### config.mk
export PLATFORM = sky130hd
export DESIGN_NAME = i2c_eeprom_access_sequencer_core
export DESIGN_NICKNAME = d
export VERILOG_FILES = /design/src/design/iesq_pkg.sv /design/src/design/iesq_front.sv /design/src/design/iesq_queue.sv /design/src/design/iesq_back.sv /design/src/design/i2c_eeprom_access_sequencer_core.sv
export SDC_FILE = /design/constraint.sdc
export NUM_CORES = 1
export LEC_CHECK = 0
export ABC_AREA = 0
export BUFFER_PORTS_ARGS = -buffer_cell sky130_fd_sc_hd__buf_4
export CAP_MARGIN = 20
export CORE_MARGIN = 2
export CORE_UTILIZATION = 64
export CTS_BUF_LIST = sky130_fd_sc_hd__clkbuf_4
export CTS_CLUSTER_DIAMETER = 60
export DETAILED_ROUTE_END_ITERATION = 16
export PLACE_DENSITY = 0.91
export SLEW_MARGIN = 20
export SYNTH_ARGS = -nofsm -noshare
export SYNTH_HDL_FRONTEND = slang
export SYNTH_HIERARCHICAL = 1
export SYNTH_SLANG_ARGS = --single-unit
### constraint.sdc
create_clock -name clock -period 5.3 [get_ports clock]
set_input_delay 0.795 -clock clock [delete_from_list [all_inputs] [get_ports clock]]
set_output_delay 0.795 -clock clock [all_outputs]
set_load 0.05 [all_outputs]
### src/design/iesq_pkg.sv
// Shared types, codes and helpers for the I2C EEPROM access sequencer.
package iesq_pkg;

   localparam int COUNT_BITS = 8;
   localparam int QUEUE_DEPTH = 4;
   localparam int QUEUE_AW = $clog2(QUEUE_DEPTH);
   localparam int MAX_RESULTS = 3;

   typedef enum logic [1:0] {
      KIND_BEGIN  = 2'd0,
      KIND_WDATA  = 2'd1,
      KIND_ACK    = 2'd2,
      KIND_RXBYTE = 2'd3
   } kind_type;

   typedef enum logic [2:0] {
      CMD_NONE    = 3'd0,
      CMD_START   = 3'd1,
      CMD_RESTART = 3'd2,
      CMD_STOP    = 3'd3,
      CMD_WRITE   = 3'd4,
      CMD_RX_ACK  = 3'd5,
      CMD_RX_NACK = 3'd6
   } cmd_type;

   typedef enum logic [3:0] {
      PH_IDLE      = 4'd0,
      PH_ACK_DEV   = 4'd1,
      PH_ACK_AHI   = 4'd2,
      PH_ACK_ALO   = 4'd3,
      PH_WAIT_DATA = 4'd4,
      PH_ACK_DATA  = 4'd5,
      PH_POLL      = 4'd6,
      PH_ACK_RDEV  = 4'd7,
      PH_RECV      = 4'd8
   } phase_type;

   typedef struct packed {
      cmd_type    bus_command;
      logic [7:0] command_byte;
      logic       read_valid;
      logic [7:0] read_byte;
      logic       done_res;
      logic       success;
      logic       out_of_turn;
   } result_type;

   typedef struct packed {
      logic [1:0]                   rsp_count;
      result_type [MAX_RESULTS-1:0] res;
   } entry_type;

   function automatic result_type mk_result(cmd_type cmd, logic [7:0] cbyte,
                                            logic rv, logic [7:0] rbyte,
                                            logic done, logic ok, logic oot);
      result_type r;
      r.bus_command  = cmd;
      r.command_byte = cbyte;
      r.read_valid   = rv;
      r.read_byte    = rbyte;
      r.done_res     = done;
      r.success      = ok;
      r.out_of_turn  = oot;
      return r;
   endfunction

endpackage

### src/design/iesq_front.sv
// Front end: takes request beats, runs the transaction phase machine, queues result groups.
module iesq_front import iesq_pkg::*; (
   input  logic       clock,
   input  logic       reset,
   input  logic       accept,
   input  kind_type   kind,
   input  logic       op_read,
   input  logic [7:0] device_id,
   input  logic [15:0] memory_address,
   input  logic [7:0] byte_count,
   input  logic [7:0] data_value,
   input  logic       ack_status,
   output logic       push,
   output entry_type  entry
);

   phase_type             phase_ff, phase_in;
   logic                  is_read_ff, is_read_in;
   logic [7:0]            device_byte_ff, device_byte_in;
   logic [15:0]           address_reg_ff, address_reg_in;
   logic [COUNT_BITS-1:0] bytes_left_ff, bytes_left_in;
   logic [COUNT_BITS-1:0] bl_dec;
   logic                  taken;
   logic [1:0]            n;
   result_type            r0, r1, r2;
   result_type            stop_fail, stop_ok, start_r, dev_wr;

   always_ff @(posedge clock) begin
      if (reset) begin
         phase_ff       <= PH_IDLE;
         is_read_ff     <= 1'b0;
         device_byte_ff <= 8'd0;
         address_reg_ff <= 16'd0;
         bytes_left_ff  <= '0;
      end else if (accept) begin
         phase_ff       <= phase_in;
         is_read_ff     <= is_read_in;
         device_byte_ff <= device_byte_in;
         address_reg_ff <= address_reg_in;
         bytes_left_ff  <= bytes_left_in;
      end
   end

   always_comb begin
      phase_in       = phase_ff;
      is_read_in     = is_read_ff;
      device_byte_in = device_byte_ff;
      address_reg_in = address_reg_ff;
      bytes_left_in  = bytes_left_ff;
      bl_dec         = bytes_left_ff - COUNT_BITS'(1);
      taken          = 1'b1;
      n              = 2'd0;
      stop_fail = mk_result(CMD_STOP, 8'd0, 1'b0, 8'd0, 1'b1, 1'b0, 1'b0);
      stop_ok   = mk_result(CMD_STOP, 8'd0, 1'b0, 8'd0, 1'b1, 1'b1, 1'b0);
      start_r   = mk_result(CMD_START, 8'd0, 1'b0, 8'd0, 1'b0, 1'b0, 1'b0);
      dev_wr    = mk_result(CMD_WRITE, device_byte_ff, 1'b0, 8'd0, 1'b0, 1'b0, 1'b0);
      r0 = '0;
      r1 = '0;
      r2 = '0;
      unique case (phase_ff) inside
         PH_IDLE: begin
            if (kind != KIND_BEGIN) begin
               taken = 1'b0;
            end else begin
               is_read_in     = op_read;
               device_byte_in = {device_id[7:1], 1'b0};
               address_reg_in = memory_address;
               bytes_left_in  = COUNT_BITS'(byte_count);
               r0 = start_r;
               r1 = mk_result(CMD_WRITE, {device_id[7:1], 1'b0}, 1'b0, 8'd0,
                              1'b0, 1'b0, 1'b0);
               n = 2'd2;
               phase_in = PH_ACK_DEV;
            end
         end
         PH_ACK_DEV, PH_ACK_AHI, PH_ACK_ALO, PH_ACK_DATA, PH_ACK_RDEV: begin
            if (kind != KIND_ACK) begin
               taken = 1'b0;
            end else if (ack_status) begin
               r0 = stop_fail;
               n = 2'd1;
               phase_in = PH_IDLE;
            end else if (phase_ff == PH_ACK_DEV) begin
               r0 = mk_result(CMD_WRITE, address_reg_ff[15:8], 1'b0, 8'd0,
                              1'b0, 1'b0, 1'b0);
               n = 2'd1;
               phase_in = PH_ACK_AHI;
            end else if (phase_ff == PH_ACK_AHI) begin
               r0 = mk_result(CMD_WRITE, address_reg_ff[7:0], 1'b0, 8'd0,
                              1'b0, 1'b0, 1'b0);
               n = 2'd1;
               phase_in = PH_ACK_ALO;
            end else if (phase_ff == PH_ACK_ALO && is_read_ff) begin
               r0 = mk_result(CMD_RESTART, 8'd0, 1'b0, 8'd0, 1'b0, 1'b0, 1'b0);
               r1 = mk_result(CMD_WRITE, {device_byte_ff[7:1], 1'b1}, 1'b0, 8'd0,
                              1'b0, 1'b0, 1'b0);
               n = 2'd2;
               phase_in = PH_ACK_RDEV;
            end else if (phase_ff == PH_ACK_RDEV) begin
               n = 2'd1;
               if (bytes_left_ff == '0) begin
                  r0 = stop_ok;
                  phase_in = PH_IDLE;
               end else begin
                  r0 = mk_result((bytes_left_ff == COUNT_BITS'(1)) ? CMD_RX_NACK
                                 : CMD_RX_ACK, 8'd0, 1'b0, 8'd0, 1'b0, 1'b0, 1'b0);
                  phase_in = PH_RECV;
               end
            end else if (bytes_left_ff == '0) begin
               r0 = mk_result(CMD_STOP, 8'd0, 1'b0, 8'd0, 1'b0, 1'b0, 1'b0);
               r1 = start_r;
               r2 = dev_wr;
               n = 2'd3;
               phase_in = PH_POLL;
            end else begin
               phase_in = PH_WAIT_DATA;
            end
         end
         PH_WAIT_DATA: begin
            if (kind != KIND_WDATA) begin
               taken = 1'b0;
            end else begin
               r0 = mk_result(CMD_WRITE, data_value, 1'b0, 8'd0, 1'b0, 1'b0, 1'b0);
               n = 2'd1;
               bytes_left_in = bl_dec;
               phase_in = PH_ACK_DATA;
            end
         end
         PH_POLL: begin
            if (kind != KIND_ACK) begin
               taken = 1'b0;
            end else if (ack_status) begin
               r0 = mk_result(CMD_STOP, 8'd0, 1'b0, 8'd0, 1'b0, 1'b0, 1'b0);
               r1 = start_r;
               r2 = dev_wr;
               n = 2'd3;
            end else begin
               r0 = stop_ok;
               n = 2'd1;
               phase_in = PH_IDLE;
            end
         end
         PH_RECV: begin
            if (kind != KIND_RXBYTE) begin
               taken = 1'b0;
            end else begin
               r0 = mk_result(CMD_NONE, 8'd0, 1'b1, data_value, 1'b0, 1'b0, 1'b0);
               n = 2'd2;
               bytes_left_in = bl_dec;
               if (bl_dec == '0) begin
                  r1 = stop_ok;
                  phase_in = PH_IDLE;
               end else begin
                  r1 = mk_result((bl_dec == COUNT_BITS'(1)) ? CMD_RX_NACK : CMD_RX_ACK,
                                 8'd0, 1'b0, 8'd0, 1'b0, 1'b0, 1'b0);
               end
            end
         end
         default: begin
            taken = 1'b0;
         end
      endcase
      if (!taken) begin
         phase_in       = phase_ff;
         is_read_in     = is_read_ff;
         device_byte_in = device_byte_ff;
         address_reg_in = address_reg_ff;
         bytes_left_in  = bytes_left_ff;
         r0 = mk_result(CMD_NONE, 8'd0, 1'b0, 8'd0, 1'b0, 1'b0, 1'b1);
         r1 = '0;
         r2 = '0;
         n  = 2'd1;
      end
      entry.rsp_count = n;
      entry.res[0]    = r0;
      entry.res[1]    = r1;
      entry.res[2]    = r2;
      push = accept && (n != 2'd0);
   end

   // a finishing stop is always the final result of its group
   assert property (@(posedge clock) disable iff (reset)
      push && entry.res[0].done_res |-> entry.rsp_count == 2'd1)
      else $error("done result not last in group");

endmodule

### src/design/iesq_queue.sv
// Short queue of result groups between the front end and the output side.
module iesq_queue import iesq_pkg::*; (
   input  logic      clock,
   input  logic      reset,
   input  logic      push,
   input  entry_type push_entry,
   input  logic      pop,
   output entry_type head,
   output logic      empty,
   output logic      full
);

   entry_type             mem_ff [QUEUE_DEPTH];
   logic [QUEUE_AW-1:0]   wr_ptr_ff, rd_ptr_ff;
   logic [QUEUE_AW:0]     count_ff, count_in;

   always_ff @(posedge clock) begin
      if (push) begin
         mem_ff[wr_ptr_ff] <= push_entry;
      end
   end

   always_ff @(posedge clock) begin
      if (reset) begin
         wr_ptr_ff <= '0;
         rd_ptr_ff <= '0;
         count_ff  <= '0;
      end else begin
         if (push) wr_ptr_ff <= wr_ptr_ff + QUEUE_AW'(1);
         if (pop)  rd_ptr_ff <= rd_ptr_ff + QUEUE_AW'(1);
         count_ff <= count_in;
      end
   end

   always_comb begin
      count_in = count_ff;
      if (push && !pop) count_in = count_ff + (QUEUE_AW+1)'(1);
      if (pop && !push) count_in = count_ff - (QUEUE_AW+1)'(1);
   end

   assign head  = mem_ff[rd_ptr_ff];
   assign empty = (count_ff == '0);
   assign full  = (count_ff == (QUEUE_AW+1)'(QUEUE_DEPTH));

   assert property (@(posedge clock) disable iff (reset)
      count_ff <= (QUEUE_AW+1)'(QUEUE_DEPTH))
      else $error("queue count overflow");

   assert property (@(posedge clock) disable iff (reset)
      empty |-> !pop)
      else $error("pop from empty queue");

endmodule

### src/design/iesq_back.sv
// Output side: walks each queued group and drives one response beat per cycle while rsp_tready is high.
module iesq_back import iesq_pkg::*; (
   input  logic        clock,
   input  logic        reset,
   input  entry_type   head,
   input  logic        empty,
   output logic        pop,
   output logic        rsp_tvalid,
   input  logic        rsp_tready,
   output logic [23:0] rsp_tdata,
   output logic        rsp_tlast
);

   logic        valid_ff;
   logic [1:0]  slot_ff;
   result_type  data_ff, sel;
   logic        last_ff, sel_last, load;

   always_comb begin
      case (slot_ff)
         2'd0:    sel = head.res[0];
         2'd1:    sel = head.res[1];
         default: sel = head.res[2];
      endcase
      sel_last = (slot_ff + 2'd1 == head.rsp_count);
      load     = !empty && (!valid_ff || rsp_tready);
      pop      = load && sel_last;
   end

   always_ff @(posedge clock) begin
      if (reset) begin
         valid_ff <= 1'b0;
         slot_ff  <= 2'd0;
      end else begin
         if (load) begin
            valid_ff <= 1'b1;
            slot_ff  <= sel_last ? 2'd0 : slot_ff + 2'd1;
         end else if (rsp_tready) begin
            valid_ff <= 1'b0;
         end
      end
   end

   always_ff @(posedge clock) begin
      if (load) begin
         data_ff <= sel;
         last_ff <= sel_last;
      end
   end

   assign rsp_tvalid = valid_ff;
   assign rsp_tlast  = last_ff;
   assign rsp_tdata  = {1'b0, data_ff.out_of_turn, data_ff.success, data_ff.done_res,
                        data_ff.read_byte, data_ff.read_valid, data_ff.command_byte,
                        data_ff.bus_command};

   assert property (@(posedge clock) disable iff (reset)
      !empty |-> slot_ff < head.rsp_count)
      else $error("slot beyond group size");

   assert property (@(posedge clock) disable iff (reset)
      valid_ff && data_ff.done_res |-> last_ff)
      else $error("done beat not marked last");

endmodule

### src/design/i2c_eeprom_access_sequencer_core.sv
// Top level of the I2C EEPROM access sequencer.
// Each request beat (begin, write byte, bus ack status, received byte) is taken
// whenever the four-entry result queue has room, so req_tready drops only when
// four groups wait on the response side. A beat yields zero to three response
// beats; they pass through the queue and then the output register, which sends
// one per cycle while rsp_tready is high, so the response port sets the sustained
// rate at one result per cycle. Beats that do not fit the current phase return one out_of_turn response.
module i2c_eeprom_access_sequencer_core import iesq_pkg::*; (
   input  logic        clock,
   input  logic        reset,
   input  logic        req_tvalid,
   output logic        req_tready,
   // op_read, device_id[7:0], memory_address[15:0], byte_count[7:0],
   // data_value[7:0], ack_status, zero fill
   input  logic [47:0] req_tdata,
   // kind[1:0]
   input  logic [1:0]  req_tuser,
   output logic        rsp_tvalid,
   input  logic        rsp_tready,
   // bus_command[2:0], command_byte[7:0], read_valid, read_byte[7:0],
   // done_res, success, out_of_turn, zero fill
   output logic [23:0] rsp_tdata,
   output logic        rsp_tlast
);

   logic      accept, push, pop, empty, full;
   entry_type entry, head;

   assign req_tready = !full;
   assign accept     = req_tvalid && req_tready;

   iesq_front u_front (
      .clock          (clock),
      .reset          (reset),
      .accept         (accept),
      .kind           (kind_type'(req_tuser)),
      .op_read        (req_tdata[0]),
      .device_id      (req_tdata[8:1]),
      .memory_address (req_tdata[24:9]),
      .byte_count     (req_tdata[32:25]),
      .data_value     (req_tdata[40:33]),
      .ack_status     (req_tdata[41]),
      .push           (push),
      .entry          (entry)
   );

   iesq_queue u_queue (
      .clock      (clock),
      .reset      (reset),
      .push       (push),
      .push_entry (entry),
      .pop        (pop),
      .head       (head),
      .empty      (empty),
      .full       (full)
   );

   iesq_back u_back (
      .clock      (clock),
      .reset      (reset),
      .head       (head),
      .empty      (empty),
      .pop        (pop),
      .rsp_tvalid (rsp_tvalid),
      .rsp_tready (rsp_tready),
      .rsp_tdata  (rsp_tdata),
      .rsp_tlast  (rsp_tlast)
   );

endmodule
-- After elaboration in Yosys (flattened, before gate mapping)
Memory sizes are Yosys's and may differ from the RTL's. A register that Yosys moved wholly into a read port is not among the register bits.
Cells that the tools add are included.
- reductions and logical operators: 29
- mux-type cells: 90
- equality and inequality tests: 23
- add/subtract/negate cells: 6
- bitwise gates (word level): 1
- operators with widths (kind ; number):
    $mux 23 ; 31
    $pmux 23 s5 ; 1
    $pmux 23 s2 ; 2
    $pmux 23 s4 ; 1
    $mux 21 ; 3
    $mux 4 ; 13
    $mux 2 ; 18
    $mux 8 ; 3
    $pmux 8 s3 ; 1
    $mux 22 ; 1
    $pmux 4 s5 ; 1
    $ne 2x2->1 const B ; 9
    $eq 4x3->1 const B ; 4
    $eq 8x1->1 const B ; 2
    $logic_not 8->1 ; 2
    $mux 12 ; 1
    $pmux 2 s5 ; 1
    $reduce_and 10->1 ; 1
    $mux 1 ; 9
    $mux 3 ; 3
    $eq 4x2->1 const B ; 2
    $reduce_bool 2->1 ; 4
    $sub 8x1->8 const B ; 1
    $logic_and 1x1->1 ; 7
    22 further kinds ; 28
- memories: 1
- bits in writable memories: 284
- word-level logic and storage cells: 168
- register bits after elaboration: 70
- bits of input ports: 54
- memories (name ; words ; width ; read ports ; clocked after Yosys merged registers in ; wr ports ; RTL line ; source):
    u_queue.mem_ff ; 4 ; 71 ; 1 ; 1 ; 1 ; iesq_queue.sv:13 ; entry_type mem_ff [QUEUE_DEPTH];

-- Depth between registers and ports, before layout
- word-level depth: 15
- gate-level depth with buffers: 13
- mapped depth without buffers: 12

-- By module
The synthesis kept the hierarchy.
- modules (own cells, without submodules) (module ; times used ; area an instance (µm²) ; cells an instance):
    iesq_queue ; 1 ; 10755.3 ; 418
    iesq_front ; 1 ; 2756.4 ; 379
    iesq_back ; 1 ; 1316.3 ; 126
    i2c_eeprom_access_sequencer_core ; 1 ; 10.0 ; 2

-- Least setup slack after synthesis
No wires, ideal clock.
- kind: input -> register
- start point: input port req_tuser[0]
- end point: memory u_queue/mem_ff[0][0] in the netlist's numbering (enable)
- arrival: 3.651 ns
- buffers on the path: 1
- stages on the path: 6
- setup slack: 1.213 ns
- setup time: 0.437 ns
- required time: 4.863 ns
- path through: clkbuf_1 -> nor3b_1 -> o21ai_0 -> a211oi_1 -> o41a_1 -> and2_1
- word-level cells in the longest chain between the ends: 8
- elaborated cells on any way between the ends: 20
- classes of those cells: eq/ne (3); mux (14); reduce/logical (3)
- RTL lines (item ; RTL line ; source):
    start, declared ; i2c_eeprom_access_sequencer_core.sv:17 ; input logic [1:0] req_tuser,
    $ne 2x2->1 (tied with other cells) ; iesq_front.sv:77, iesq_front.sv:130 ;
    $mux 2 (tied with other cells) ; iesq_front.sv:130 ; if (kind != KIND_ACK) begin
    $pmux 2 s5 / $pmux 1 s4 (equally long branches) ; iesq_front.sv:60 ; unique case (phase_ff) inside
    $mux 2 (*) ; iesq_front.sv:163 ; if (!taken) begin
    $reduce_bool 2->1 (*) ; iesq_front.sv:178 ; push = accept && (n != 2'd0);
    $logic_and 1x1->1 (*) ; iesq_front.sv:178 ;
    net push ; i2c_eeprom_access_sequencer_core.sv:26 ; logic accept, push, pop, empty, full;
    $mux 1 (*) ; iesq_queue.sv:18 ; if (push) begin
    $mux 1 (not written as such) (*) ; iesq_queue.sv:19 ; mem_ff[wr_ptr_ff] <= push_entry;
    end, declared ; iesq_queue.sv:13 ;
Mark *: on every way through the listed nets, which the timed path passes. The rest lies on a longest branch.

-- Worst setup path after layout
- start point: register u_front.bytes_left_ff[0]
- end point: memory u_queue/mem_ff[2][35] in the netlist's numbering (enable)
- word-level cells in the longest chain between the ends: 14
- RTL lines (item ; RTL line ; source):
    start, declared ; iesq_front.sv:21 ; logic [COUNT_BITS-1:0] bytes_left_ff, bytes_left_in;
    start signal, assigned ; iesq_front.sv:40 ; bytes_left_ff <= bytes_left_in;
    $logic_not 8->1 ; iesq_front.sv:109 ; end else if (bytes_left_ff == '0) begin
    $mux 2 ; iesq_front.sv:109 ;
    $mux 2 ; iesq_front.sv:99 ; end else if (phase_ff == PH_ACK_RDEV) begin
    $mux 2 ; iesq_front.sv:93 ; end else if (phase_ff == PH_ACK_ALO && is_read_ff) begin
    $mux 2 ; iesq_front.sv:88 ; end else if (phase_ff == PH_ACK_AHI) begin
    $mux 2 ; iesq_front.sv:83 ; end else if (phase_ff == PH_ACK_DEV) begin
    $mux 2 ; iesq_front.sv:79 ; end else if (ack_status) begin
    $mux 2 ; iesq_front.sv:77 ; if (kind != KIND_ACK) begin
    $pmux 2 s5 ; iesq_front.sv:60 ;
    $mux 2 ; iesq_front.sv:163 ;
    $reduce_bool 2->1 ; iesq_front.sv:178 ;
    $logic_and 1x1->1 ; iesq_front.sv:178 ;
    net push ; i2c_eeprom_access_sequencer_core.sv:26 ;
    $mux 1 ; iesq_queue.sv:18 ;
    $mux 1 (not written as such) ; iesq_queue.sv:19 ;
The timed path passes the listed nets, and every way through them passes these cells.

==> impl_metrics.tcl <==
set metrics [dict create \
    status "completed" \
    post_cts_buffers 0 \
    min_period_over_period_pct 68.3 \
    firstDrtPassIters 5 \
    vias_per_cell 6.26 \
    route.detailed.drc 0 \
    numPortBuffers 72 \
    drtIter0Drc 853 \
    grt_first_pass_wirelength_mm 49.1 \
    ys_types 68 \
    grt.overflow.total 0 \
    seq_area_frac_synth_pct 68.8 \
    fp.dieH_um 156 \
    ios 81 \
    initial_core_util_pct 65.3 \
    antenna_found_initial 1 \
    post-dp-hpwl_mm 18.7 \
    worst_slew_pin_slew_ns 1.08 \
    fp.coreArea_um2 22700 \
    cp_slowest_stage_delay_ns 0.86 \
    die-area_um2 24400 \
    fmax_mhz 276 \
    gp_congestion 0.810 \
    yosysMostFrequentCell "edfxtp_1" \
    crit_arrival_ns 3.98 \
    syn_area_um2 14800 \
    cp_cell_sequence "inv_1 > ha_1 > or3b_1 > nor3_1 > o41a_1 > and2_2 > buf_12" \
    yosysTopAreaCell "edfxtp_1" \
    holdWs_ns 0.334 \
    grt_use_total_pct 26.9 \
    avgRoutedWirePerCell_um 23.0 \
    final-setup-viol-count 0 \
    cts_hold_buffers 0 \
    cp_max_fo 39 \
    num_vias 8722 \
    hp-class "in -> reg" \
    num_rows 55 \
    final_cells 1393 \
    fillCellCount 1306 \
    ys_warn_count 6 \
    post-route-min-period_ns 3.62 \
    slew_violations 0 \
    synth.avg_cell_area_um2 16.0 \
    root_buffer "clkbuf_4" \
    slew_headroom_pct 28.3 \
    synth_edf_count 308 \
    power.density_nw_per_um2 476 \
    ys_ff_latch 356 \
    grt_setup_unrepaired "false" \
    hold_viol_final 0 \
    insertion_delay_ns 0.74 \
    wirelength_mm 32.0 \
    synth_commonest_cells "308 x edfxtp_1, 110 x nand2_1, 70 x mux4_2, 48 x dfxtp_1, 43 x a21oi_1" \
    vdd_drop_max_uv 257 \
    cp.required_ns 5.66 \
    leakage_nw 5.76 \
    cts_made_buffers 85 \
    setup_tns_ns 0 \
    crit_path_end_kind "flip-flop" \
    drive_gt1_share_pct 27.7 \
    rr_worst_depth 7 \
    worst_hold_path.num_cells 3 \
    finClkSkew_ns 0.0593 \
    cts.path.max_buffers 3 \
    cts.clk_slew.worst_paths_ns 0.06 \
    htreeDepth 3 \
    max_cap_viol_count 0 \
    place_inst 1239 \
    yosys-top-cells-area "edfxtp_1 62%, mux4_2 11%, dfxtp_1 6.5%" \
    synthCells 925 \
    clock-sinks 356 \
    slowest_stage "and2_2" \
    synthArstFlopShare_pct 0 \
    grt_pass1_vias 8876 \
    cts_tree "built" \
    cts.repair.resized 0 \
    die_x_um 156 \
    start_kind "flip-flop" \
    grt_start_max_net_pins 72 \
    syn2layout_area_growth_pct 11.0 \
    synth_top_area_share_pct 62.3 \
    critPathKind "reg -> reg" \
    synth-main-ff-cell "edfxtp_1" \
    antenna_left 0 \
    nets 1106 \
]
[worst max-delay path: cells and delay by family (launching register included)]
kind | cells | cell delay [ns]
AND/OR/NAND/NOR | 3 | 1.73
buffers and inverters | 2 | 0.45
AO/OA/AOI/OAI | 1 | 0.39
flip-flops | 1 | 0.38
adder cells (fa/ha/maj) | 1 | 0.27
[report_power, final]
group          switching (W)  internal [W]
Combinational        0.00130      0.000640
Clock                0.00109       0.00112
Sequential          0.000175       0.00353
[through the flow]
stage / instance area (um2) / setup WS [ns] / utilization [%] / power (W)
after floorplan: 14900 / 1.21 / - / 0.00510
after global placement: 15400 / 1.65 / 67.8 / 0.00554
after detailed placement: 15400 / 1.53 / 67.8 / 0.00566
after CTS: 16500 / 1.73 / 72.5 / 0.00787
after global routing: 16500 / 1.46 / 72.6 / 0.00818
final: 16500 / 1.68 / 72.6 / 0.00785
[final timing paths]
check / start / to / slack (ns)
setup / recovery: u_front/bytes_left_ff[0] / u_queue/mem_ff[2][35] / 1.68
hold reg to reg: u_front/address_reg_ff[3] / u_front/address_reg_ff[3] / 0.45
hold / removal: req_tdata[0] / u_front/is_read_ff / 0.33
setup reg to reg: u_front/bytes_left_ff[0] / u_queue/mem_ff[2][35] / 1.68
[state kept, by name, summed over array words and instances, names as in the netlist, 3 cells and up, named ones only]
register                cells
u_front/device_byte_ff      7
u_front/bytes_left_ff       8
u_back/rsp_tdata           23
u_queue/mem_ff            284
u_front/phase_ff            4
u_front/address_reg_ff     16
u_queue/count_ff            3
[cell families after synthesis]
logic type	after synthesis	synth area share, %
AOI/OAI and AO/OA	144	6.52
xor gates and xnor gates	10	0.590
adders and majority gates	11	0.978
buffers and inverters	98	4.30
DFF	356	68.8
muxes	76	11.1
other	2	0.0506
and+or+nand+nor	228	7.61
[per-layer routing]
layer | GRT usage [%] | vias to the layer above | routed length [um]
li1 | - | 3839 | -
met1 | 34.6 | 4264 | 11700
met2 | 44.7 | 544 | 16400
met3 | 5.93 | 75 | 2950
met4 | 11.8 | 0 | 914
met5 | 0 | - | 0
[area by class of cell]
cell class              count  area (um2)  share of cell area, %
diodes                      1        2.50                 0.0152
well taps                 285         357                   2.16
clock inverters            24         106                  0.646
repair buffers             84         668                   4.06
flip-flops and latches    356       10200                   62.0
multi-input cells         495        4090                   24.8
clock buffers             129         968                   5.88
inverters                  19        71.3                  0.433
[cell usage in the layout (no fill, tap or decap), types with 24 or more instances in the layout]
| cell type | Yosys | final |
|---|---|---|
| a21oi_1 | 43 | 43 |
| a22oi_1 | 31 | 31 |
| buf_4 | 29 | 81 |
| clkbuf_4 | 0 | 129 |
| conb_1 | 2 | 26 |
| dfxtp_1 | 48 | 46 |
| edfxtp_1 | 308 | 308 |
| mux4_2 | 70 | 70 |
| nand2_1 | 110 | 110 |
| nor2_1 | 25 | 24 |
Power figures use the tool's default switching activity.
